===== config.mk =====
export PLATFORM = sky130hd
export DESIGN_NAME = srg_cmd_fifo
export DESIGN_NICKNAME = d
export VERILOG_FILES = /design/src/hw/rtl/subtractive_random_generator_core_assert.svh /design/src/hw/rtl/srg_pkg.sv /design/src/hw/rtl/srg_cmd_fifo.sv
export SDC_FILE = /design/constraint.sdc
export NUM_CORES = 1
export LEC_CHECK = 0
export ABC_AREA = 1
export BUFFER_PORTS_ARGS = -buffer_cell sky130_fd_sc_hd__clkbuf_2
export CORE_UTILIZATION = 25
export DETAILED_ROUTE_END_ITERATION = 6
export MAX_ROUTING_LAYER = met4
export SYNTH_ARGS = -nofsm -noshare
export SYNTH_HDL_FRONTEND = slang
export SYNTH_SLANG_ARGS = --single-unit

===== constraint.sdc =====
create_clock -name clk -period 4.7 [get_ports clk]
set_input_delay 0.235 -clock clk [delete_from_list [all_inputs] [get_ports clk]]
set_output_delay 0.235 -clock clk [all_outputs]
set_load 0.02 [all_outputs]

===== src/hw/rtl/subtractive_random_generator_core_assert.svh =====
// Assertion macros used by the subtractive generator back end RTL.
`ifndef SUBTRACTIVE_RANDOM_GENERATOR_CORE_ASSERT_SVH
`define SUBTRACTIVE_RANDOM_GENERATOR_CORE_ASSERT_SVH
`ifndef SYNTH
// Checked on clk, held off while rst_n is low.
`define SRG_ASSERT(lbl, prop) \
    lbl: assert property (@(posedge clk) disable iff (!rst_n) prop) \
        else $error("%m: assertion failed");
// Checked on every clk edge, reset included.
`define SRG_ASSERT_NORST(lbl, prop) \
    lbl: assert property (@(posedge clk) prop) \
        else $error("%m: assertion failed");
`else
`define SRG_ASSERT(lbl, prop)
`define SRG_ASSERT_NORST(lbl, prop)
`endif
`endif


===== src/hw/rtl/srg_pkg.sv =====
// Types, constants and arithmetic helpers of the subtractive generator.
package srg_pkg;

    localparam int unsigned TABLE_DEPTH = 55;
    localparam int unsigned ADDR_W      = 6;
    localparam int unsigned VALUE_W     = 30;
    localparam int unsigned SEED_W      = 28;

    localparam logic [VALUE_W-1:0] MODULUS   = 30'd1000000000;
    localparam logic [SEED_W-1:0]  SEED_BASE = 28'd161803398;

    localparam logic [ADDR_W-1:0] TABLE_LAST      = 6'd55;
    localparam logic [ADDR_W-1:0] TABLE_LAST_ADDR = 6'd54;
    localparam logic [ADDR_W-1:0] FILL_STEP       = 6'd21;
    localparam logic [ADDR_W-1:0] LAG_START       = 6'd31;
    localparam logic [ADDR_W-1:0] LAG_BACK        = 6'd24;
    localparam logic [ADDR_W-1:0] WARM_OFFSET     = 6'd30;
    localparam logic [ADDR_W-1:0] IDX_ONE         = 6'd1;
    localparam logic [1:0]        WARM_LAST_PASS  = 2'd3;

    typedef struct packed {
        logic              reseed;
        logic [SEED_W-1:0] start;
    } cmd_t;

    typedef enum logic [2:0] {
        ST_IDLE,
        ST_FILL,
        ST_WARM,
        ST_GEN_RD,
        ST_GEN_WR
    } state_t;

    // (a - b) mod 1e9, both operands below the modulus
    function automatic logic [VALUE_W-1:0] sub_mod(input logic [VALUE_W-1:0] a,
                                                   input logic [VALUE_W-1:0] b);
        sub_mod = (a >= b) ? (a - b) : (a - b + MODULUS);
    endfunction

    // next table position, wrapping 55 (or anything larger) back to 1
    function automatic logic [ADDR_W-1:0] advance(input logic [ADDR_W-1:0] idx);
        advance = (idx >= TABLE_LAST) ? IDX_ONE : (idx + IDX_ONE);
    endfunction

endpackage


===== src/hw/rtl/srg_cmd_fifo.sv =====
// Two-entry command queue between front and back end.
module srg_cmd_fifo import srg_pkg::*; (
    input  logic clk,
    input  logic rst_n,
    input  logic push,
    input  cmd_t push_cmd,
    output logic full,
    output logic head_valid,
    output cmd_t head_cmd,
    input  logic pop
);

    cmd_t       slot_reg [2];
    logic       wr_ptr_reg;
    logic       wr_ptr_next;
    logic       rd_ptr_reg;
    logic       rd_ptr_next;
    logic [1:0] count_reg;
    logic [1:0] count_next;

    always_comb
    begin
        full        = (count_reg == 2'd2);
        head_valid  = (count_reg != 2'd0);
        head_cmd    = slot_reg[rd_ptr_reg];
        wr_ptr_next = push ? !wr_ptr_reg : wr_ptr_reg;
        rd_ptr_next = pop ? !rd_ptr_reg : rd_ptr_reg;
        count_next  = count_reg;
        if (push && !pop)
        begin
            count_next = count_reg + 2'd1;
        end
        else if (pop && !push)
        begin
            count_next = count_reg - 2'd1;
        end
    end

    always_ff @(posedge clk)
    begin
        if (push)
        begin
            slot_reg[wr_ptr_reg] <= push_cmd;
        end
    end

    always_ff @(posedge clk or negedge rst_n)
    begin
        if (!rst_n)
        begin
            wr_ptr_reg <= 1'b0;
            rd_ptr_reg <= 1'b0;
            count_reg  <= 2'd0;
        end
        else
        begin
            wr_ptr_reg <= wr_ptr_next;
            rd_ptr_reg <= rd_ptr_next;
            count_reg  <= count_next;
        end
    end

endmodule


==> results.sh <==
export IMPL_sw_frac_of_total_pct=31.55
export IMPL_synth_common_cells="58 x sky130_fd_sc_hd__edfxtp_1, 29 x sky130_fd_sc_hd__mux2_4, 7 x sky130_fd_sc_hd__inv_1"
export IMPL_power_switching_w=0.0006080
export IMPL_number_of_i_o_port_buffers=63
export IMPL_drive_gt1_share_pct=56.99
export IMPL_core_area_um2=9284
export IMPL_global_route_wire_length_before_repair_um=6023
export IMPL_critPathCapture="head_cmd[3]"
export IMPL_preCtsSetupSlack_ps=2903
export IMPL_post_cts_resize_count=0
export IMPL_crit_path_start_kind="flop"
export IMPL_yosys_warnings=0
export IMPL_num_rows=35
export IMPL_cp_end_kind="primary output"
export IMPL_start_util_pct=26.04
export IMPL_share_comb_of_total_power_pct=30.3
export IMPL_data_required_time_at_the_worst_endpoint_ps=4470
export IMPL_timing_hold_worst_class="primary input to flop"
export IMPL_grt_pass1_vias=1254
export IMPL_grt_max_degree=31
export IMPL_fin_skew_ps=5.164
export IMPL_synthesis_instances=115
export IMPL_report_final_hold_viol_count=0
export IMPL_setup_repair_after_global_routing_missed_its_margin="false"
export IMPL_pwr_density_cell_nw_per_um2=621.7
export IMPL_dp_hpwl_um=2567
export IMPL_clk_transition_reported_paths_ps=70
export IMPL_nNetsFinal=222
export IMPL_worst_r2r_startpoint="wr_ptr_reg"
export IMPL_power_w=0.001927
export IMPL_clock_power_share_pct=26.0
export IMPL_synth_edff_count=58
export IMPL_cpMaxStageDelayCell="sky130_fd_sc_hd__dfrtp_2"
export IMPL_path_max_fanout=30
export IMPL_timing_hold_ws_ps=85.31
export IMPL_htreeDepth=3
export IMPL_setup_violations_final=0
export IMPL_final_antenna_net_count=0
export IMPL_routed_wire_length_um=4015
export IMPL_clock_tree_buffer_depth=2
export IMPL_yosysMostFrequentCell="sky130_fd_sc_hd__edfxtp_1"
export IMPL_initial_antenna_violation_count=0
export IMPL_post_route_min_period_ps=2122
export IMPL_max_cap_violations=0
export IMPL_cts_buffers=9
export IMPL_p_seq_share_pct=43.8
export IMPL_die_h_um=100.3
export IMPL_max_slew_margin_pct=34.34
export IMPL_largest_register_ffs=58
export IMPL_drcViolationCount=0
export IMPL_timing_worst_setup_path_type="flop to primary output"
export IMPL_cts_root_buffer="sky130_fd_sc_hd__clkbuf_8"
export IMPL_grt_use_total_pct=8.847
export IMPL_crit_start="rd_ptr_reg"
export IMPL_run_status="finished, final reports clean"
export IMPL_syn_to_final_growth_pct=28.21
export IMPL_ir_drop_mv=0.3688
export IMPL_path_cells="mux2_4, clkbuf_2"
export IMPL_gp_routability_congestion=0.5676
export IMPL_wl_per_cell_um=12.47
export IMPL_r2r_slack_ps=3100
export IMPL_synth_lib_cells_used_distinct=12
export IMPL_synth_top_area_share_pct=72.05
export IMPL_synth_ff_latch_count=62
export IMPL_synth_top_area_cell="sky130_fd_sc_hd__edfxtp_1"
export IMPL_floorplan_die_width_um=100.3
export IMPL_static_leakage_power_nw=1.281
export IMPL_synth_yosys_seq_area_share_pct=76.19
export IMPL_internal_power_w=0.001319
export IMPL_syn_nets=149
export IMPL_grt_overflow=0
export IMPL_crit_arrival_ps=1890
export IMPL_postSynth_asyncResetShare_pct=6.452
export IMPL_routed_via_density=3.745
export IMPL_most_used_flip_flop_cell_after_synthesis="sky130_fd_sc_hd__edfxtp_1"
export IMPL_slew_violations=0
export IMPL_vias=1206
export IMPL_syn_area_per_cell_um2=21.02
export IMPL_fillerInstances=949
export IMPL_finalWorstSetupSlack_ps=2578
export IMPL_reg2regPathDepth=3
export IMPL_achievable_frequency_mhz=471.2
export IMPL_syn_area_um2=2417
export IMPL_finish_cell_count_without_fillers=322
export IMPL_clkSinkCount=62
export IMPL_antenna_cells_inserted=0
export IMPL_actual_transition_at_the_worst_max_transition_pin_ps=984.8
export IMPL_dp_cells=305
export IMPL_tritoncts="built"
export IMPL_clock_insertion_delay_worst_skew_ps=330
export IMPL_tns_ps=0
export IMPL_drt_pass1_iter_count=4
export IMPL_yosys_top_cells_area="sky130_fd_sc_hd__edfxtp_1 72%, sky130_fd_sc_hd__mux2_4 18%, sky130_fd_sc_hd__dfrtp_1 4.1%"
export IMPL_drt_iter0_markers=11
export IMPL_r2r_end="slot_reg[1][9]"
export IMPL_io_pins=64
export IMPL_design_die_area_um2=10070
export IMPL_final_cycle_utilization_of_the_critical_path_pct=45.15
export IMPL_largest_stage_delay_on_the_critical_path_ps=1020
[placed cells by master, fill, tap and decap left out, types with 2 or more instances in the layout]
master and n:
sky130_fd_sc_hd__edfxtp_1 58, sky130_fd_sc_hd__clkbuf_2 63, sky130_fd_sc_hd__clkinv_2 2, sky130_fd_sc_hd__dfrtp_1 3, sky130_fd_sc_hd__clkinvlp_4 2, sky130_fd_sc_hd__nand2_1 6
sky130_fd_sc_hd__xor2_1 2, sky130_fd_sc_hd__mux2_4 29, sky130_fd_sc_hd__clkbuf_8 9, sky130_fd_sc_hd__inv_1 7, sky130_fd_sc_hd__bufinv_16 2
[critical path, delay by kind of cell, from the launching register on]
family	cells	cell delay [ps]
buffers and inverters	1	160
flip-flops	1	1020
multiplexers	1	360
[layout make-up]
class	count	area (um2)	share of cell area (%)
Sequential cell	62	1843	59.47
Multi-Input combinational cell	43	523.0	16.88
Timing Repair Buffer	65	332.8	10.74
Tap cell	129	161.4	5.208
Clock buffer	9	123.9	3.997
Clock inverter	7	88.84	2.866
Inverter	7	26.28	0.8478
[metrics by stage]
step	area [um2]	util, %
CTS	3099	33.38
floorplan	2417	-
global route	3099	33.38
detailed placement	2877	30.98
finish	3099	33.38
global placement	2877	30.98
[routing by layer]
metal / global-route usage, % / share of wire, %
met1: 8.593 / 40
met2: 14.49 / 52
met3: 4.178 / 6.3
met4: 5.017 / 1.9
met5: - / 0
[worst min path at each step]
stage | end | start | slack [ps] | depth (start not counted)
4_1_cts | slot_reg[1][19] | push_cmd[19] | 60 | 1
6_report | slot_reg[1][19] | push_cmd[19] | 90 | 1
3_3_place_gp | count_reg[0] | rst_n | 50 | 1
5_1_grt | slot_reg[0][8] | push_cmd[8] | 60 | 1
2_1_floorplan | count_reg[0] | rst_n | -60 | 0
3_5_place_dp | count_reg[0] | rst_n | 50 | 1
[power by group through the flow]
stage	clock network [W]	registers [W]	logic (W)
after floorplan	0	0.000779	0.000505
after global placement	0	0.000855	0.000589
after detailed placement	0	0.000860	0.000595
after CTS	0.000521	0.000849	0.000597
after global routing	0.000543	0.000861	0.000626
final	0.000500	0.000843	0.000583
[cells by family after synthesis]
logic type	Yosys count	share of synthesized area [%]
adders and majority gates	1	0.5175
DFF	62	76.19
and+or+nand+nor	10	1.708
buffers and inverters	10	2.485
muxes	29	18.01
xor gates and xnor gates	3	1.087
[what timing repair did]
item                                   in CTS  in global routing
buffers inserted                            0                  0
hold buffers                                1                  0
endpoints found under the hold margin       4                  0
(Power assumes the default switching activity.)
